$ cat src/hw/rtl/owd_pkg.sv
// shared types, constants and coefficient tables for the outline winding core
package owd_pkg;

    localparam int COORD_W    = 16;
    localparam int POINT_W    = 29;
    localparam int PROD_W     = 2 * POINT_W;
    localparam int SUM_W      = 64;
    localparam int COEF_W     = 10;
    localparam int CPROD_W    = COEF_W + 1 + COORD_W;
    localparam int STEP_W     = 3;
    localparam int CNT_W      = 2;
    localparam int SEGQ_DEPTH = 4;
    localparam int SEGQ_AW    = $clog2(SEGQ_DEPTH);
    localparam int SEGQ_CW    = $clog2(SEGQ_DEPTH + 1);
    localparam int RESQ_DEPTH = 4;
    localparam int RESQ_AW    = $clog2(RESQ_DEPTH);
    localparam int RESQ_CW    = $clog2(RESQ_DEPTH + 1);

    localparam logic [2:0] OP_MOVE  = 3'd0;
    localparam logic [2:0] OP_LINE  = 3'd1;
    localparam logic [2:0] OP_QUAD  = 3'd2;
    localparam logic [2:0] OP_CUBIC = 3'd3;
    localparam logic [2:0] OP_CLOSE = 3'd4;

    localparam logic [1:0] WIND_ZERO = 2'd0;
    localparam logic [1:0] WIND_POS  = 2'd1;
    localparam logic [1:0] WIND_NEG  = 2'd2;

    localparam logic [CNT_W-1:0] COUNT_MAX = CNT_W'(3);

    localparam logic [STEP_W-1:0] QUAD_LAST  = STEP_W'(5);
    localparam logic [STEP_W-1:0] CUBIC_LAST = STEP_W'(7);

    localparam logic signed [SUM_W-1:0] SUM_MAX = {1'b0, {(SUM_W - 1){1'b1}}};
    localparam logic signed [SUM_W-1:0] SUM_MIN = {1'b1, {(SUM_W - 1){1'b0}}};

    localparam logic [COEF_W-1:0] QUAD_C0 [8] = '{25, 16, 9, 4, 1, 0, 0, 0};
    localparam logic [COEF_W-1:0] QUAD_C1 [8] = '{10, 16, 18, 16, 10, 0, 0, 0};
    localparam logic [COEF_W-1:0] QUAD_C2 [8] = '{1, 4, 9, 16, 25, 36, 0, 0};

    localparam logic [COEF_W-1:0] CUBIC_C0 [8] = '{343, 216, 125, 64, 27, 8, 1, 0};
    localparam logic [COEF_W-1:0] CUBIC_C1 [8] = '{147, 216, 225, 192, 135, 72, 21, 0};
    localparam logic [COEF_W-1:0] CUBIC_C2 [8] = '{22, 80, 162, 256, 350, 432, 490, 512};

    typedef enum logic [2:0] {
        SEG_MOVE,
        SEG_LINE,
        SEG_QUAD,
        SEG_CUBIC,
        SEG_CLOSE,
        SEG_NONE
    } t_seg_kind;

    typedef enum logic [1:0] {
        TOK_POINT,
        TOK_CLOSE,
        TOK_NONE
    } t_tok_kind;

    typedef struct packed {
        logic [2:0]                opcode;
        logic signed [COORD_W-1:0] px1;
        logic signed [COORD_W-1:0] py1;
        logic signed [COORD_W-1:0] px2;
        logic signed [COORD_W-1:0] py2;
        logic signed [COORD_W-1:0] px3;
        logic signed [COORD_W-1:0] py3;
        logic                      last_segment;
    } t_in_item;

    typedef struct packed {
        logic [1:0] winding;
        logic       area_saturated;
    } t_out_item;

    typedef struct packed {
        t_seg_kind                 kind;
        logic [STEP_W-1:0]         last_step;
        logic                      last;
        logic signed [COORD_W-1:0] x0;
        logic signed [COORD_W-1:0] y0;
        logic signed [COORD_W-1:0] x1;
        logic signed [COORD_W-1:0] y1;
        logic signed [COORD_W-1:0] x2;
        logic signed [COORD_W-1:0] y2;
    } t_seg_entry;

    typedef struct packed {
        logic [COEF_W-1:0] c0;
        logic [COEF_W-1:0] c1;
        logic [COEF_W-1:0] c2;
    } t_coef;

    typedef struct packed {
        logic                      valid;
        t_tok_kind                 kind;
        logic                      last;
        logic signed [POINT_W-1:0] x;
        logic signed [POINT_W-1:0] y;
    } t_point_tok;

    function automatic t_seg_kind seg_classify(logic [2:0] opcode);
        t_seg_kind k;
        case (opcode)
            OP_MOVE:  k = SEG_MOVE;
            OP_LINE:  k = SEG_LINE;
            OP_QUAD:  k = SEG_QUAD;
            OP_CUBIC: k = SEG_CUBIC;
            OP_CLOSE: k = SEG_CLOSE;
            default:  k = SEG_NONE;
        endcase
        return k;
    endfunction

    function automatic logic [STEP_W-1:0] seg_last_step(t_seg_kind kind);
        logic [STEP_W-1:0] s;
        case (kind)
            SEG_QUAD:  s = QUAD_LAST;
            SEG_CUBIC: s = CUBIC_LAST;
            default:   s = '0;
        endcase
        return s;
    endfunction

    function automatic t_coef seg_coef(t_seg_kind kind, logic [STEP_W-1:0] step);
        t_coef c;
        c = '0;
        case (kind)
            SEG_MOVE: begin
                c.c0 = COEF_W'(1);
            end
            SEG_LINE: begin
                c.c2 = COEF_W'(1);
            end
            SEG_QUAD: begin
                c.c0 = QUAD_C0[step];
                c.c1 = QUAD_C1[step];
                c.c2 = QUAD_C2[step];
            end
            SEG_CUBIC: begin
                c.c0 = CUBIC_C0[step];
                c.c1 = CUBIC_C1[step];
                c.c2 = CUBIC_C2[step];
            end
            default: begin
                c = '0;
            end
        endcase
        return c;
    endfunction

    function automatic t_tok_kind seg_tok_kind(t_seg_kind kind);
        t_tok_kind t;
        case (kind)
            SEG_MOVE, SEG_LINE, SEG_QUAD, SEG_CUBIC: t = TOK_POINT;
            SEG_CLOSE:                               t = TOK_CLOSE;
            default:                                 t = TOK_NONE;
        endcase
        return t;
    endfunction

    // weighted sum times 4608 (move, line), 128 (quad) or 9 (cubic)
    function automatic logic signed [POINT_W-1:0] seg_scale(t_seg_kind kind,
                                                          logic signed [POINT_W-1:0] s);
        logic signed [POINT_W-1:0] r;
        case (kind)
            SEG_MOVE, SEG_LINE: r = (s <<< 12) + (s <<< 9);
            SEG_QUAD:           r = s <<< 7;
            SEG_CUBIC:          r = (s <<< 3) + s;
            default:            r = '0;
        endcase
        return r;
    endfunction

endpackage

$ cat src/hw/rtl/owd_points.sv
// back end, first half: step sequencer and flattened point generation
module owd_points (
    input  logic                          i_clk,
    input  logic                          i_rst_n,
    input  logic                          i_head_valid,
    input  owd_pkg::t_seg_entry           i_head,
    output logic                          o_head_pop,
    input  logic [owd_pkg::RESQ_CW-1:0]   i_pending,
    output owd_pkg::t_point_tok           o_tok
);

    logic [owd_pkg::STEP_W-1:0]             r_step;
    logic                                   r_s1_valid;
    logic                                   r_s1_last;
    owd_pkg::t_seg_kind                     r_s1_kind;
    logic signed [owd_pkg::CPROD_W-1:0]     r_s1_px [3];
    logic signed [owd_pkg::CPROD_W-1:0]     r_s1_py [3];
    owd_pkg::t_point_tok                    r_s2;
    owd_pkg::t_coef                         coef;
    logic signed [owd_pkg::CPROD_W-1:0]     n_px [3];
    logic signed [owd_pkg::CPROD_W-1:0]     n_py [3];
    logic signed [owd_pkg::POINT_W-1:0]     sum_x;
    logic signed [owd_pkg::POINT_W-1:0]     sum_y;
    logic [owd_pkg::RESQ_CW-1:0]            pending_all;
    logic                                   fin;
    logic                                   tok_last;
    logic                                   issue;

    always_comb begin
        fin         = (r_step == i_head.last_step);
        tok_last    = i_head.last && fin;
        pending_all = i_pending + owd_pkg::RESQ_CW'(r_s1_valid && r_s1_last)
                    + owd_pkg::RESQ_CW'(r_s2.valid && r_s2.last);
        issue       = i_head_valid
                    && (!tok_last
                        || pending_all < owd_pkg::RESQ_CW'(owd_pkg::RESQ_DEPTH));
        o_head_pop  = issue && fin;

        coef    = owd_pkg::seg_coef(i_head.kind, r_step);
        n_px[0] = $signed({1'b0, coef.c0}) * i_head.x0;
        n_px[1] = $signed({1'b0, coef.c1}) * i_head.x1;
        n_px[2] = $signed({1'b0, coef.c2}) * i_head.x2;
        n_py[0] = $signed({1'b0, coef.c0}) * i_head.y0;
        n_py[1] = $signed({1'b0, coef.c1}) * i_head.y1;
        n_py[2] = $signed({1'b0, coef.c2}) * i_head.y2;

        sum_x = owd_pkg::POINT_W'(r_s1_px[0]) + owd_pkg::POINT_W'(r_s1_px[1])
              + owd_pkg::POINT_W'(r_s1_px[2]);
        sum_y = owd_pkg::POINT_W'(r_s1_py[0]) + owd_pkg::POINT_W'(r_s1_py[1])
              + owd_pkg::POINT_W'(r_s1_py[2]);
    end

    assign o_tok = r_s2;

    always_ff @(posedge i_clk) begin
        r_s1_kind <= i_head.kind;
        r_s1_last <= tok_last;
        r_s1_px   <= n_px;
        r_s1_py   <= n_py;
    end

    always_ff @(posedge i_clk) begin
        r_s2.kind <= owd_pkg::seg_tok_kind(r_s1_kind);
        r_s2.last <= r_s1_last;
        r_s2.x    <= owd_pkg::seg_scale(r_s1_kind, sum_x);
        r_s2.y    <= owd_pkg::seg_scale(r_s1_kind, sum_y);
        if (!i_rst_n) begin
            r_step     <= '0;
            r_s1_valid <= 1'b0;
            r_s2.valid <= 1'b0;
        end else begin
            r_s1_valid <= issue;
            r_s2.valid <= r_s1_valid;
            if (issue) begin
                r_step <= fin ? '0 : r_step + 1'b1;
            end
        end
    end

endmodule

$ cat config.mk
export PLATFORM = sky130hd
export DESIGN_NAME = owd_points
export DESIGN_NICKNAME = d
export VERILOG_FILES = /design/src/hw/rtl/owd_pkg.sv /design/src/hw/rtl/owd_points.sv
export SDC_FILE = /design/constraint.sdc
export NUM_CORES = 2
export LEC_CHECK = 0
export ABC_AREA = 1
export BUFFER_PORTS_ARGS = -buffer_cell sky130_fd_sc_hd__buf_2
export CORE_ASPECT_RATIO = 0.75
export CORE_MARGIN = 3
export CORE_UTILIZATION = 70
export DETAILED_ROUTE_END_ITERATION = 10
export HOLD_SLACK_MARGIN = 0.08
export PLACE_DENSITY = 0.89
export SKIP_CTS_REPAIR_TIMING = 1
export SYNTH_ARGS = -nofsm -noshare
export SYNTH_HDL_FRONTEND = slang
export SYNTH_SLANG_ARGS = --single-unit
$ cat constraint.sdc
create_clock -name i_clk -period 16.2 [get_ports i_clk]
set_clock_uncertainty 0.05 [all_clocks]
set_input_delay 1.62 -clock i_clk [delete_from_list [all_inputs] [get_ports i_clk]]
set_output_delay 1.62 -clock i_clk [all_outputs]
set_load 0.005 [all_outputs]
==> flow_summary_export.csv <==
group,metric,value,unit
drt,ant_nets,0,
clocking,clk_latency,0.60,ns
yosys,synth_nets,7256,
timing,fmax,0.1154,GHz
finish,area_delta_synth_final,5.848,%
clocking,cts_tree,"built",
clocking,clockBufferDepth,3,
yosys,yosysWarningCount,0,
timing,finalSetupTns,0,ns
global_route,grt_antenna_before_repair,1,
hold_path,hold_start,"r_s1_last",
timing,drv_slew,0,
yosys,yosys.area.top_type,"fa_1",
hold_path,whs_path_depth,0,
finish,fin_nets,7392,
timing,rsz0062_at_grt,"no",
setup_path,cp-startpoint,"i_head[101]",
clocking,cts_buffers,29,
clocking,clkSinkCount,232,
floorplan,die_w,302.2,µm
hold_path,hold_class,"flop to flop",
floorplan,io_pins,172,
timing,setup_viol,0,
placement,port_buffers,171,
global_route,grt_max_degree,47,
finish,drive_above_1_share,5.007,%
timing,period_share,53.47,%
clocking,clk_pin_slew,0.08,ns
yosys,yosysTopAreaCellShare,35.90,%
yosys,synthFlopType,"dfxtp_1",
floorplan,placementRows,80,
setup_path,worstSetupPathType,"primary input to flop",
yosys,syn_avg_cell_area,7.872,µm²
setup_path,r2r-start,"r_step[2]",
yosys,seq_area_frac_synth,10.08,%
floorplan,die_area,68950,µm²
drt,num_vias,39197,
yosys,post-synth-top-count-cell,"inv_1",
yosys,syn_area,46070,µm²
yosys,async_flop_share,0,%
finish,regArea,4644,µm²
yosys,ys_types,54,
setup_path,endpoint_kind,"flop",
setup_path,cp_max_fo,33,
floorplan,core-area,64360,µm²
outcome,outcome,"complete, no violations",
placement,dp_hpwl,109900,µm
drt,post_drt_wl_per_cell,18.80,µm
drt,drt-total-wl,129200,µm
yosys,synth_xor_area_share,4.183,%
floorplan,die_h,228.2,µm
placement,place_congestion,1.061,
yosys,netlist_instances,5852,
yosys,synthMuxAreaShare,0,%
flow_run,cap_violations,0,
global_route,gr-total-overflow,0,
floorplan,start_util,71.57,%
drt,drtIter0Drc,4123,
clocking,htree_levels,1,
finish,diodes,0,
yosys,synth_top_family_by_area,"adder cells",
global_route,grt_use_total,38.50,%
yosys,synth_simple_gate_area_share,17.70,%
global_route,grt_pass1_wl,210300,µm
setup_path,arrival,9.08,ns
drt,dr.pass1.iters,9,
setup_path,r2r_cells,20,
yosys,ys_ff_latch,232,
yosys,synth_commonest_cells,"inv_1 (1422), nand2_1 (1109), fa_1 (826)",
yosys,synth.area.top_cells,"fa_1 (36%), ha_1 (13%), inv_1 (12%), dfxtp_1 (10%), nand2_1 (9.0%)",
global_route,grt_pass1_vias,40328,
yosys,synthAdderAreaFrac,48.64,%
drt,via_per_inst,5.704,
yosys,synth_edf_count,0,
finish,fill_cells,4713,
yosys,synth_compound_area_share,6.752,%
finish,multiInputGateArea,35620,µm²
drt,drcViolationCount,0,
setup_path,worstSetupStartpointType,"primary input",
timing,hold_viol,0,
clocking,cts_root_buf,"clkbuf_16",
timing,slew_headroom,16.92,%
timing,tightest_slew,1.245,ns
setup_path,critPathRequiredTime,16.61,ns
timing,min_period,8.662,ns
-- metrics by stage --
| stage | area (µm²) | hold WS [ns] | cells | setup slack, ns | util (%) |
|---|---|---|---|---|---|
| floorplan | 46070 | 0.2731 | 5852 | 9.327 | - |
| global placement | 47780 | 0.2907 | 6818 | 7.385 | 74.24 |
| detailed placement | 47780 | 0.2971 | 6818 | 7.328 | 74.24 |
| CTS | 48760 | 0.2898 | 6872 | 7.866 | 75.76 |
| global route | 48760 | 0.3024 | 6872 | 7.339 | 75.76 |
| finish | 48760 | 0.2963 | 6872 | 7.538 | 75.76 |
-- path summary, 6_finish.rpt --
| kind | to | slack [ns] |
|---|---|---|
| worst min-delay path | o_tok[58] | 0.30 |
| worst min register to register | o_tok[58] | 0.30 |
| worst max-delay path | r_s1_py[78] | 7.54 |
| worst max register to register | r_s1_px[52] | 8.14 |
-- per-layer routing --
metal	GRT usage [%]	part of all wire [%]
met5	0	0.0093
met1	55.20	41
met4	12.05	3.9
met2	57.76	43
met3	9.753	12
-- area by class of cell --
class / count / share of cell area (%)
clock buffers: 31 / 1.545
clock inverters: 23 / 0.4593
inverters: 1439 / 11.08
multi-input cells: 4091 / 73.05
flip-flops and latches: 232 / 9.525
well taps: 861 / 2.209
repair buffers: 195 / 2.125
-- critical path, stage by stage --
cell and delay, ns:
buf_2 0.11, inv_1 0.07, nor2_2 0.10, inv_2 0.07, nor2_4 0.23, inv_2 0.21, nor2_2 0.13, buf_4 0.29
inv_2 0.23, nand2_2 0.76, a22oi_4 0.24, inv_4 0.37, nand2_1 0.12, fa_1 0.50, inv_1 0.06, fa_1 0.49
fa_1 0.51, fa_1 0.49, inv_1 0.05, fa_1 0.47, inv_1 0.04, ha_1 0.38, a21oi_1 0.28, o21ai_0 0.17
a21oi_1 0.25, nand3_1 0.25, a21oi_1 0.25, xor2_1 0.28
-- cell usage in the layout, fill, tap and decap left out, types with 29 or more instances in the layout --
| cell | synthesis | routed |
|---|---|---|
| nand2_1 | 1109 | 1109 |
| nor3_1 | 44 | 41 |
| fa_1 | 826 | 826 |
| nand3_1 | 164 | 164 |
| nand4_1 | 30 | 30 |
| dfxtp_1 | 232 | 232 |
| clkbuf_16 | 0 | 29 |
| nor2_1 | 632 | 630 |
| xnor2_1 | 83 | 83 |
| inv_1 | 1422 | 1422 |
| buf_2 | 20 | 171 |
| o21bai_1 | 30 | 30 |
| a21oi_1 | 268 | 268 |
| ha_1 | 469 | 469 |
| xor2_1 | 137 | 137 |
| o21ai_0 | 122 | 122 |
-- flip-flops by register name, indices dropped and copies added, names as in the netlist --
signal	count
r_s1_kind	3
r_s1_last	1
r_step	3
o_tok	62
r_s1_px	81
r_s1_py	81
r_s1_valid	1
-- logic make-up after synthesis --
kind of cell	after synthesis
flops	232
fa+ha+maj	1295
simple gates	2034
xor+xnor	220
buf+inv	1529
compound gates	542
Power is left out: the tool's default activity adds up to more than one toggle a clock period on the data nets, which glitch-free logic cannot reach.
