$ cat config.mk
export PLATFORM = sky130hd
export DESIGN_NAME = owd_front
export DESIGN_NICKNAME = d
export VERILOG_FILES = /design/src/hw/rtl/owd_pkg.sv /design/src/hw/rtl/owd_front.sv
export SDC_FILE = /design/constraint.sdc
export NUM_CORES = 1
export LEC_CHECK = 0
export BUFFER_PORTS_ARGS = -buffer_cell sky130_fd_sc_hd__clkbuf_2
export CAP_MARGIN = 20
export CORE_UTILIZATION = 60
export CTS_CLUSTER_DIAMETER = 150
export DETAILED_ROUTE_END_ITERATION = 6
export GPL_TIMING_DRIVEN = 0
export PLACE_DENSITY = 0.81
export SYNTH_ARGS = -nofsm -noshare
export SYNTH_HDL_FRONTEND = slang
export SYNTH_SLANG_ARGS = --single-unit
$ cat constraint.sdc
create_clock -name i_clk -period 9.4 [get_ports i_clk]
set_input_delay 2.82 -clock i_clk [delete_from_list [all_inputs] [get_ports i_clk]]
set_output_delay 2.82 -clock i_clk [all_outputs]
set_load 0.005 [all_outputs]
$ cat src/hw/rtl/owd_pkg.sv
// shared types, constants and coefficient tables for the outline winding core
package owd_pkg;

    localparam int COORD_W    = 16;
    localparam int POINT_W    = 29;
    localparam int PROD_W     = 2 * POINT_W;
    localparam int SUM_W      = 64;
    localparam int COEF_W     = 10;
    localparam int CPROD_W    = COEF_W + 1 + COORD_W;
    localparam int STEP_W     = 3;
    localparam int CNT_W      = 2;
    localparam int SEGQ_DEPTH = 4;
    localparam int SEGQ_AW    = $clog2(SEGQ_DEPTH);
    localparam int SEGQ_CW    = $clog2(SEGQ_DEPTH + 1);
    localparam int RESQ_DEPTH = 4;
    localparam int RESQ_AW    = $clog2(RESQ_DEPTH);
    localparam int RESQ_CW    = $clog2(RESQ_DEPTH + 1);

    localparam logic [2:0] OP_MOVE  = 3'd0;
    localparam logic [2:0] OP_LINE  = 3'd1;
    localparam logic [2:0] OP_QUAD  = 3'd2;
    localparam logic [2:0] OP_CUBIC = 3'd3;
    localparam logic [2:0] OP_CLOSE = 3'd4;

    localparam logic [1:0] WIND_ZERO = 2'd0;
    localparam logic [1:0] WIND_POS  = 2'd1;
    localparam logic [1:0] WIND_NEG  = 2'd2;

    localparam logic [CNT_W-1:0] COUNT_MAX = CNT_W'(3);

    localparam logic [STEP_W-1:0] QUAD_LAST  = STEP_W'(5);
    localparam logic [STEP_W-1:0] CUBIC_LAST = STEP_W'(7);

    localparam logic signed [SUM_W-1:0] SUM_MAX = {1'b0, {(SUM_W - 1){1'b1}}};
    localparam logic signed [SUM_W-1:0] SUM_MIN = {1'b1, {(SUM_W - 1){1'b0}}};

    localparam logic [COEF_W-1:0] QUAD_C0 [8] = '{25, 16, 9, 4, 1, 0, 0, 0};
    localparam logic [COEF_W-1:0] QUAD_C1 [8] = '{10, 16, 18, 16, 10, 0, 0, 0};
    localparam logic [COEF_W-1:0] QUAD_C2 [8] = '{1, 4, 9, 16, 25, 36, 0, 0};

    localparam logic [COEF_W-1:0] CUBIC_C0 [8] = '{343, 216, 125, 64, 27, 8, 1, 0};
    localparam logic [COEF_W-1:0] CUBIC_C1 [8] = '{147, 216, 225, 192, 135, 72, 21, 0};
    localparam logic [COEF_W-1:0] CUBIC_C2 [8] = '{22, 80, 162, 256, 350, 432, 490, 512};

    typedef enum logic [2:0] {
        SEG_MOVE,
        SEG_LINE,
        SEG_QUAD,
        SEG_CUBIC,
        SEG_CLOSE,
        SEG_NONE
    } t_seg_kind;

    typedef enum logic [1:0] {
        TOK_POINT,
        TOK_CLOSE,
        TOK_NONE
    } t_tok_kind;

    typedef struct packed {
        logic [2:0]                opcode;
        logic signed [COORD_W-1:0] px1;
        logic signed [COORD_W-1:0] py1;
        logic signed [COORD_W-1:0] px2;
        logic signed [COORD_W-1:0] py2;
        logic signed [COORD_W-1:0] px3;
        logic signed [COORD_W-1:0] py3;
        logic                      last_segment;
    } t_in_item;

    typedef struct packed {
        logic [1:0] winding;
        logic       area_saturated;
    } t_out_item;

    typedef struct packed {
        t_seg_kind                 kind;
        logic [STEP_W-1:0]         last_step;
        logic                      last;
        logic signed [COORD_W-1:0] x0;
        logic signed [COORD_W-1:0] y0;
        logic signed [COORD_W-1:0] x1;
        logic signed [COORD_W-1:0] y1;
        logic signed [COORD_W-1:0] x2;
        logic signed [COORD_W-1:0] y2;
    } t_seg_entry;

    typedef struct packed {
        logic [COEF_W-1:0] c0;
        logic [COEF_W-1:0] c1;
        logic [COEF_W-1:0] c2;
    } t_coef;

    typedef struct packed {
        logic                      valid;
        t_tok_kind                 kind;
        logic                      last;
        logic signed [POINT_W-1:0] x;
        logic signed [POINT_W-1:0] y;
    } t_point_tok;

    function automatic t_seg_kind seg_classify(logic [2:0] opcode);
        t_seg_kind k;
        case (opcode)
            OP_MOVE:  k = SEG_MOVE;
            OP_LINE:  k = SEG_LINE;
            OP_QUAD:  k = SEG_QUAD;
            OP_CUBIC: k = SEG_CUBIC;
            OP_CLOSE: k = SEG_CLOSE;
            default:  k = SEG_NONE;
        endcase
        return k;
    endfunction

    function automatic logic [STEP_W-1:0] seg_last_step(t_seg_kind kind);
        logic [STEP_W-1:0] s;
        case (kind)
            SEG_QUAD:  s = QUAD_LAST;
            SEG_CUBIC: s = CUBIC_LAST;
            default:   s = '0;
        endcase
        return s;
    endfunction

    function automatic t_coef seg_coef(t_seg_kind kind, logic [STEP_W-1:0] step);
        t_coef c;
        c = '0;
        case (kind)
            SEG_MOVE: begin
                c.c0 = COEF_W'(1);
            end
            SEG_LINE: begin
                c.c2 = COEF_W'(1);
            end
            SEG_QUAD: begin
                c.c0 = QUAD_C0[step];
                c.c1 = QUAD_C1[step];
                c.c2 = QUAD_C2[step];
            end
            SEG_CUBIC: begin
                c.c0 = CUBIC_C0[step];
                c.c1 = CUBIC_C1[step];
                c.c2 = CUBIC_C2[step];
            end
            default: begin
                c = '0;
            end
        endcase
        return c;
    endfunction

    function automatic t_tok_kind seg_tok_kind(t_seg_kind kind);
        t_tok_kind t;
        case (kind)
            SEG_MOVE, SEG_LINE, SEG_QUAD, SEG_CUBIC: t = TOK_POINT;
            SEG_CLOSE:                               t = TOK_CLOSE;
            default:                                 t = TOK_NONE;
        endcase
        return t;
    endfunction

    // weighted sum times 4608 (move, line), 128 (quad) or 9 (cubic)
    function automatic logic signed [POINT_W-1:0] seg_scale(t_seg_kind kind,
                                                          logic signed [POINT_W-1:0] s);
        logic signed [POINT_W-1:0] r;
        case (kind)
            SEG_MOVE, SEG_LINE: r = (s <<< 12) + (s <<< 9);
            SEG_QUAD:           r = s <<< 7;
            SEG_CUBIC:          r = (s <<< 3) + s;
            default:            r = '0;
        endcase
        return r;
    endfunction

endpackage

$ cat src/hw/rtl/owd_front.sv
// front end: item intake, segment classification and segment queue
module owd_front (
    input  logic                 i_clk,
    input  logic                 i_rst_n,
    input  logic                 i_push,
    output logic                 o_full,
    input  owd_pkg::t_in_item    i_item,
    output logic                 o_head_valid,
    output owd_pkg::t_seg_entry  o_head,
    input  logic                 i_head_pop
);

    owd_pkg::t_seg_entry                r_mem [owd_pkg::SEGQ_DEPTH];
    logic [owd_pkg::SEGQ_AW-1:0]        r_wr;
    logic [owd_pkg::SEGQ_AW-1:0]        r_rd;
    logic [owd_pkg::SEGQ_CW-1:0]        r_cnt;
    owd_pkg::t_seg_entry                n_entry;
    owd_pkg::t_seg_kind                 kind;
    logic                               push_ok;
    logic                               pop_ok;

    always_comb begin
        kind              = owd_pkg::seg_classify(i_item.opcode);
        n_entry.kind      = kind;
        n_entry.last_step = owd_pkg::seg_last_step(kind);
        n_entry.last      = i_item.last_segment;
        n_entry.x0        = i_item.px1;
        n_entry.y0        = i_item.py1;
        n_entry.x1        = i_item.px2;
        n_entry.y1        = i_item.py2;
        n_entry.x2        = i_item.px3;
        n_entry.y2        = i_item.py3;
    end

    assign o_full       = (r_cnt == owd_pkg::SEGQ_CW'(owd_pkg::SEGQ_DEPTH));
    assign o_head_valid = (r_cnt != '0);
    assign o_head       = r_mem[r_rd];
    assign push_ok      = i_push && !o_full;
    assign pop_ok       = i_head_pop && o_head_valid;

    always_ff @(posedge i_clk) begin
        if (push_ok) begin
            r_mem[r_wr] <= n_entry;
        end
    end

    always_ff @(posedge i_clk) begin
        if (!i_rst_n) begin
            r_wr  <= '0;
            r_rd  <= '0;
            r_cnt <= '0;
        end else begin
            if (push_ok) begin
                r_wr <= r_wr + 1'b1;
            end
            if (pop_ok) begin
                r_rd <= r_rd + 1'b1;
            end
            if (push_ok && !pop_ok) begin
                r_cnt <= r_cnt + 1'b1;
            end else if (pop_ok && !push_ok) begin
                r_cnt <= r_cnt - 1'b1;
            end
        end
    end

endmodule

==> results.md, run 1 <==
* Status: finished clean
* Syn. warnings at 0
* Crit path kind: flop to output pin
* Syn_area_per_cell at 26.0 µm²
* Synth top area share at around four fifths
* Syn_nets at 691
* WP data arrival at 2.44 ns
* Max incr delay on CP at 0.58 ns
* Post-DP HPWL at 17,100 µm
* Total congestion overflow at 0
* Vias per inst at 5.94
* Fill cells at ~1,400
* RSZ-0062 raised after global routing: false
* Share of layout cells above drive strength 1 at 46.1%
* DRT iter0 DRCs at 551
* Final period util at 56.0%
* Area grow syn2layout at 18.7%
* Design area at 17,900 µm²
* Die width at 161 µm
* Dpl cells at 1,116
* Postcts setup bufs at 0
* Slowest stage cell on the critical path: clkbuf_1
* Synth area leader: edfxtp_1
* Initial antenna violation count at 2
* Std-Cell Rows at 57
* CTS clk-pin slew, worst paths at 0.06 ns
* Routed WL at 28,300 µm
* H-tree depth at 2
* PortBufs at ~210
* Largest net degree at the start of global routing at 54
* Hold buffer count at cts at 0
* Clk buf depth at 3
* Die height at approximately 160 µm
* CTS sink count at 413
* Commonest cells after routing, fill and taps aside: edfxtp_1, clkbuf_2, mux4_2
* Total Power at around 4.9 mW
* Worst-skew pair later-pin latency at 0.51 ns
* First-pass GRT wire length at 43,600 µm
* Yosys reg bits at 413
* Slew HR at 42.5%
* Nets at 945
* Diode count at 0
* Leading cell type in the layout, fill and taps excluded: edfxtp_1
* Final GP Congestion at ~0.76
* Minimum clock period at 5.26 ns
* Post-synthesis sequential area ratio at 81.5%
* Clock Skew at 0.0139 ns
* CTS-repair resized insts at 0
* Hold WS at 0.512 ns
* Post-synth cell types at 23
* Fin cells at 1,186
* Routed Antenna Nets at 0
* CTS buffer count at 41
* Slew @ Worst Pin at 0.862 ns
* Hold Violations, Final at 0
* Crit path max fanout at 10
* GRT Total Usage at between 20% and 30%
* Placed Area at around 17,000 µm²
* CTS tree: built
* Final Max Tran Viols at 0
* Crit path buf inv count at 4
* Worst setup SP type: flop
* PwrDens at 274 nW/µm²
* Die area at 25,800 µm²
* Detailed-route via count at 7,046
* Final setup vio count at 0
* Number of remaining DRC errors at 0
* P_leak at slightly above 6 nW
* Max Clock Freq at 190 MHz
* Hold Crit Class: flop to flop
* Area contributors post-synth: edfxtp_1, mux4_2, dfxtp_1, buf_6, ha_1
* # IOs at 209
* Vias in the first global route at 7,631
* WP data required at 6.58 ns
* Mapped cell area at 15,100 µm²
* Maximum Capacitance Violations at 0
* Delay-heaviest family, CP: buffers and inverters
* Core Area at 24,500 µm²
* Post-Synthesis Cells at 581
* Starting Density at 61.5%
* TritonRoute pass-1 iters at 5
* Worst VDD drop at between 150 and 200 µV
* Worst Setup End Kind: output pin
* Root buf cell: clkbuf_16
* WL per Instance at between 20 and 25 µm
* CP cell instances: clkbuf_1, buf_2, mux4_2, buf_4, clkbuf_2
* Fin Setup TNS at 0 ns
## state kept, by name (all words and copies together), names as in the netlist, named ones only
| name | count |
|---|---|
| r_mem | 404 |
| r_cnt | 3 |
| r_wr | 2 |
| r_rd | 2 |
## power breakdown
| group | switching [mW] | leakage [nW] | internal (mW) |
|---|---|---|---|
| sequential | 0.0578 | 3.78 | 2.24 |
| combinational | 0.525 | 1.72 | 0.563 |
| clock | 0.631 | 0.614 | 0.905 |
## tightest hold or removal path: cells and delay by family, from the launching register on
| kind | cells | cell delay (ns) |
|---|---|---|
| DFF | 1 | 0.34 |
| muxes | 1 | 0.06 |
| and+or+nand+nor | 1 | 0.07 |
## final cells by class
cell class	instances	area [µm²]	area share, %
sequential	413	12300	68.7
multi-input combinational	138	2590	14.4
timing repair buffer	211	1150	6.39
clock buffer	45	1040	5.81
tap	324	405	2.26
clock inverter	25	224	1.25
buffer	27	198	1.10
inverter	3	11.3	0.0628
## final timing paths
| kind | startpoint | to | slack (ns) | depth (start not counted) |
|---|---|---|---|---|
| max | flop | o_head[99] | 4.14 | 5 |
| min | r_wr[1] | r_wr[1] | 0.51 | 2 |
| max reg2reg | r_cnt[1] | r_mem[0][71] | 7.01 | 5 |
| min reg2reg | r_wr[1] | r_wr[1] | 0.51 | 2 |
## metal layers
metal | share of wire, % | track usage, %
met5 | 0.092 | 0
met3 | 8.1 | 6.02
met2 | 52 | 39.8
met4 | 2.2 | 6.32
met1 | 38 | 28.7
## Yosys cell counts
| cell type | n |
|---|---|
| a21boi_0 | 1 |
| a21o_1 | 1 |
| and2_1 | 9 |
| buf_2 | 11 |
| buf_4 | 2 |
| buf_6 | 10 |
| clkbuf_1 | 4 |
| dfxtp_1 | 9 |
| edfxtp_1 | 404 |
| fa_1 | 1 |
| ha_1 | 5 |
| inv_1 | 3 |
| mux2i_1 | 3 |
| mux4_2 | 101 |
| nand2_1 | 4 |
| nor2b_1 | 3 |
| nor3b_2 | 1 |
| o21ai_0 | 1 |
| o311ai_1 | 1 |
| o31ai_2 | 1 |
| or3_1 | 2 |
| xnor2_1 | 3 |
| xor2_1 | 1 |
## per-stage QoR
step	utilization (%)	setup slack [ns]
3_3_place_gp	67.4	1.72
5_1_grt	73.1	4.02
6_report	73.1	4.14
4_1_cts	73.1	4.10
2_1_floorplan	-	3.48
3_5_place_dp	67.9	4.63
## logic make-up after synthesis
group	share of synthesized area, %
compound gates	0.273
xor+xnor	0.232
fa+ha+maj	0.547
buf+inv	1.38
flops	81.5
mux	15.3
simple gates	0.762
No activity file was read; power rests on OpenSTA's default activity.
==> inputs of run 2 (changes only) <==
- CORE_UTILIZATION: 60 -> 57
- PLACE_DENSITY: 0.81 -> 0.77
- clock period: 9.4 -> 5.23 ns (I/O delays scaled with it)
==> results.md, run 2 (synthesized netlist as in run 1, its figures left out) <==
* Status: finished clean
* Initial antenna violation count at 0 (-2)
* Hold Violations, Final at 0 (unchanged)
* CTS-repair resized insts at 0 (unchanged)
* Crit path kind: flop to output pin
* R2r setup slk at 2.88 ns (-4.13 ns)
* Max incr delay on CP at 0.58 ns (about the same)
* GR Util met1 at 25.6% (-3.0 points)
* Hold buffer count at cts at 0 (unchanged)
* GRT Max-Usage Layer: met2
* Fin Setup TNS at 0 ns (unchanged)
* WL per Instance at 23.1 µm (-3.5%)
* # IOs at 209 (unchanged)
* Number of remaining DRC errors at 0 (unchanged)
* Max Clock Freq at 245 MHz
* Crit path max fanout at 10 (unchanged)
* Hold WS at 0.512 ns (+0.000786 ns)
* Area grow syn2layout at 20.0%
* Postcts setup bufs at 0 (unchanged)
* RSZ-0062 raised after global routing: false
* Routed Antenna Nets at 0 (unchanged)
* Top reg by flops: r_mem
* Fill cells at 1,528 (+11%)
* PwrDens at 499 nW/µm² (+82%)
* Placed Area at 16,700 µm² (+0.38%)
* Starting Density at 57.9% (-3.6 points)
* Minimum clock period at 4.08 ns
* GRT Total Usage at 20.7% (-2.2 points)
* Total congestion overflow at 0 (unchanged)
* Share of layout cells above drive strength 1 at 47.3% (+1.2 points)
* Hold path start: r_wr[0]
* Final Util at 69.5% (-3.5 points)
* Hold Path Sink: r_wr[0]
* Final period util at between 70% and 80%
* Commonest cells after routing, fill and taps aside: edfxtp_1, clkbuf_2, mux4_2
* Detailed-route via count at 6,896 (-2.1%)
* CTS clk-pin slew, worst paths at 0.06 ns (about the same)
* Critical R2R Capture: r_cnt[2]
* Routed WL at 27,800 µm (-1.9%)
* First-pass GRT wire length at 41,000 µm (-6.0%)
* R2R depth at 9 (+4)
* Final GP Congestion at 0.729 (-3.6%)
* Worst VDD drop at 357 µV (+100%)
* Die width at 165 µm (+2.6%)
* Root buf cell: clkbuf_16
* Met3 Use GR at 4.32% (-1.7 points)
* Leading cell type in the layout, fill and taps excluded: edfxtp_1
* Biggest regs: r_mem: 404 flops, r_cnt: 3 flops
* Core Area at 26,100 µm² (+6.2%)
* Slowest stage cell on the critical path: clkbuf_1
* CTS sink count at 413 (unchanged)
* Clk buf depth at 3 (unchanged)
* Final Max Tran Viols at 0 (unchanged)
* RR Startpoint: r_cnt[0]
* PortBufs at 207 (unchanged)
* CTS tree: built
* Vias per inst at 5.72 (-3.8%)
* Clock Skew at 0.0155 ns (+0.00158 ns)
* Worst Setup End Kind: output pin
* Std-Cell Rows at 59 (+3.5%)
* H-tree depth at 2 (unchanged)
* Slew HR at 49.1% (+6.6 points)
* Final setup vio count at 0 (unchanged)
* DRT iter0 DRCs at 545 (-1.1%)
* Hold depth at 2 (unchanged)
* Hold Crit Class: flop to flop
* Design area at 18,100 µm² (+1.1%)
* Diode count at 0 (unchanged)
* Maximum Capacitance Violations at 0 (unchanged)
* WP data arrival at 2.51 ns (+0.07 ns)
* Die area at 27,100 µm² (+5.2%)
* Slew @ Worst Pin at 0.763 ns (-0.0994 ns)
* Worst setup SP type: flop
* GRT met2 Usage at 36.8% (-3.0 points)
* Die height at 165 µm (+2.6%)
* Worst-skew pair later-pin latency at 0.52 ns (about the same)
* Max FFs per register at 404 (unchanged)
* P_leak at 6.20 nW (+1.3%)
* Nets at 949 (+0.42%)
* CTS buffer count at 41 (unchanged)
* Vias in the first global route at 7,439 (-2.5%)
* TritonRoute pass-1 iters at 5 (unchanged)
* CP cell instances: clkbuf_1, buf_2, mux4_2, buf_4, clkbuf_2
* Largest net degree at the start of global routing at 39 (-28%)
* WP data required at 3.66 ns (-2.92 ns)
* Post-DP HPWL at 17,400 µm (+1.5%)
run 2: cell types whose count changed in the layout (fill, tap and decap cells not counted):
cell / previous run / this run
bufinv_16: 4 / 6
clkinv_1: 10 / 4
clkbuf_16: 41 / 43
clkinv_4: 1 / 0
clkinv_2: 7 / 11
buf_16: 4 / 0
buf_12: 0 / 8
clkinvlp_4: 3 / 6
inv_6: 0 / 1
run 2: critical path: cells and delay by family, from the launching register on:
family	cells	cell delay, ns
buffers and inverters	4	1.25
flip-flops	1	0.33
multiplexers	1	0.41
run 2: power breakdown:
part           switching, mW  internal, mW  leakage, nW  total (mW)
combinational          0.937          1.02         1.74        1.96
clock                   1.18          1.80        0.674        2.98
sequential            0.0982          4.01         3.78        4.11
run 2: worst max-delay path by stage:
stage | startpoint | endpoint | slack (ns) | cells past startpoint
global placement | i_push | r_mem[0][56] | -1.14 | 4
global route | flop | o_head[99] | 1.01 | 5
floorplan | i_push | r_mem[0][0] | 0.56 | 3
finish | flop | o_head[99] | 1.15 | 5
detailed placement | flop | o_head[99] | 1.65 | 5
CTS | flop | o_head[99] | 1.08 | 5
run 2: metrics by stage:
step	std cells	worst slack (ns)	total power, mW
5_1_grt	1206	1.01	9.42
3_3_place_gp	1123	-1.14	6.10
3_5_place_dp	1131	1.65	6.18
2_1_floorplan	581	0.564	5.39
6_report	1206	1.15	9.05
4_1_cts	1206	1.08	9.15
run 2: layout make-up:
cell class | count | area, µm² | area share [%]
timing repair buffer | 215 | 1200 | 6.60
tap | 335 | 419 | 2.31
inverter | 3 | 11.3 | 0.0621
sequential | 413 | 12300 | 67.9
clock buffer | 47 | 1090 | 6.02
buffer | 27 | 198 | 1.09
multi-input combinational | 138 | 2590 | 14.3
clock inverter | 28 | 304 | 1.68
run 2: routing by layer:
metal,vias up,share of wire (%),wire (µm)
met5,-,0,0
li1,3020,-,-
met1,3603,38,10600
met2,223,54,14900
met3,50,5.9,1650
met4,0,2.2,606
==> inputs of run 3 (changes only) <==
- clock period: 5.23 -> 4.1 ns (I/O delays scaled with it)
==> results.md, run 3 (synthesized netlist as in run 1, its figures left out) <==
* Status: finished clean
* Crit path kind: flop to output pin
* Routed WL at 26,600 µm (-4.2%)
* CTS tree: built
* Leading cell type in the layout, fill and taps excluded: edfxtp_1
* Detailed-route via count at 6,777 (-1.7%)
* R2R depth at 5 (-4)
* WP data required at 2.87 ns (-0.79 ns)
* Initial antenna violation count at 0 (unchanged)
* Vias in the first global route at 7,202 (-3.2%)
* Maximum Capacitance Violations at 0 (unchanged)
* Hold Path Sink: r_wr[1]
* DRT iter0 DRCs at 596 (+9.4%)
* Core Area at 26,100 µm² (unchanged)
* Top reg by flops: r_mem
* Die width at 165 µm (unchanged)
* Commonest cells after routing, fill and taps aside: edfxtp_1, clkbuf_2, mux4_2
* Critical R2R Capture: r_mem[0][72]
* Final setup vio count at 0 (unchanged)
* Final GP Congestion at 0.729 (about the same)
* RSZ-0062 raised after global routing: false
* Dpl cells at 1,127 (-0.35%)
* CTS sink count at 413 (unchanged)
* Worst Setup End Kind: output pin
* Fill cells at 1,538 (+0.65%)
* Biggest regs: r_mem: 404 flops, r_cnt: 3 flops
* Slew @ Worst Pin at 0.807 ns (+0.0443 ns)
* Fin cells at 1,198 (-0.66%)
* Total congestion overflow at 0 (unchanged)
* Total Power at 11.2 mW (+24%)
* Final Max Tran Viols at 0 (unchanged)
* Diode count at 0 (unchanged)
* Footprint of the multi-input gates at 2590 µm² (unchanged)
* CTS buffer count at 41 (unchanged)
* Post-DP HPWL at 16,500 µm (-4.9%)
* Clk buf depth at 3 (unchanged)
* RR Startpoint: r_cnt[0]
* Largest net degree at the start of global routing at 55 (+41%)
* # IOs at 209 (unchanged)
* Vias per inst at 5.66 (-1.1%)
* R2r setup slk at 1.75 ns (-1.13 ns)
* Std-Cell Rows at 59 (unchanged)
* WL per Instance at 22.2 µm (-3.5%)
* Root buf cell: clkbuf_16
* Sequential Area at 12,300 µm² (unchanged)
* Hold Crit Class: flop to flop
* H-tree depth at 2 (unchanged)
* WP data arrival at 2.52 ns (about the same)
* Hold buffer count at cts at 0 (unchanged)
* Final Util at 68.8% (-0.74 points)
* CTS clk-pin slew, worst paths at 0.06 ns (about the same)
* Placed Area at 16,700 µm² (-0.30%)
* PwrDens at 624 nW/µm² (+25%)
* Hold depth at 2 (unchanged)
* Minimum clock period at 3.75 ns
* TritonRoute pass-1 iters at 4 (-1)
* P_leak at 6.12 nW (-1.3%)
* Clock Skew at 0.0148 ns (-0.000665 ns)
* Postcts setup bufs at 0 (unchanged)
* Worst VDD drop at 413 µV (+15%)
* Share of layout cells above drive strength 1 at 46.2% (-1.1 points)
* Hold Violations, Final at 0 (unchanged)
* Max Clock Freq at about 270 MHz
* Nets at 945 (-0.42%)
* Design area at 17,900 µm² (-1.1%)
* Crit path max fanout at 10 (unchanged)
* Slew HR at 46.2% (-3.0 points)
* CTS-repair resized insts at 0 (unchanged)
* Area grow syn2layout at 18.7%
* Worst setup SP type: flop
* Routed Antenna Nets at 0 (unchanged)
* Die area at 27,100 µm² (unchanged)
* Hold path start: r_wr[1]
* Max FFs per register at 404 (unchanged)
* Starting Density at 57.9% (unchanged)
* PortBufs at 207 (unchanged)
* Number of remaining DRC errors at 0 (unchanged)
* Worst-skew pair later-pin latency at 0.51 ns (about the same)
* Die height at 165 µm (unchanged)
* Final period util at 91.6%
* First-pass GRT wire length at 40,100 µm (-2.3%)
* Fin Setup TNS at 0 ns (unchanged)
* GRT Total Usage at 20.1% (-0.63 points)
[run 3: worst max-delay path, cell delays in order (launching register included)]
cell and delay (ns):
dfxtp_1 0.33, clkbuf_1 0.61, buf_2 0.41, mux4_2 0.41
buf_4 0.16, clkbuf_2 0.10
[run 3: layout make-up]
class	count	area share [%]
Clock buffer	47	5.90
Tap cell	335	2.34
Sequential cell	413	68.7
Clock inverter	24	1.08
Timing Repair Buffer	211	6.39
Inverter	3	0.0628
Multi-Input combinational cell	138	14.4
Buffer	27	1.10
[run 3: worst max-delay path by stage]
stage	start	to	depth (start not counted)
3_5_place_dp	flop	o_head[101]	5
3_3_place_gp	i_push	r_mem[0][75]	4
6_report	flop	o_head[99]	5
5_1_grt	flop	o_head[99]	5
4_1_cts	flop	o_head[101]	5
2_1_floorplan	i_push	r_mem[0][0]	3
[run 3: through the flow]
step           hold slack [ns]  worst slack (ns)
2_1_floorplan            0.468             0.893
3_3_place_gp             0.474           -0.0424
3_5_place_dp             0.493             0.853
4_1_cts                  0.501             0.293
5_1_grt                  0.533             0.266
6_report                 0.509             0.346
[run 3: power by group]
part	internal, mW	total [mW]	switching (mW)
logic	1.29	2.47	1.18
clock network	2.03	3.48	1.44
registers	5.12	5.25	0.121
[run 3: per-layer routing]
metal / share of wire, % / vias to the layer above / GRT usage (%) / wire (µm)
met3: 6.2 / 40 / 4.07 / 1670
li1: - / 3005 / - / -
met2: 53 / 241 / 34.3 / 14100
met1: 39 / 3491 / 26.4 / 10400
met4: 1.9 / 0 / 5.59 / 512
met5: 0 / - / 0 / 0
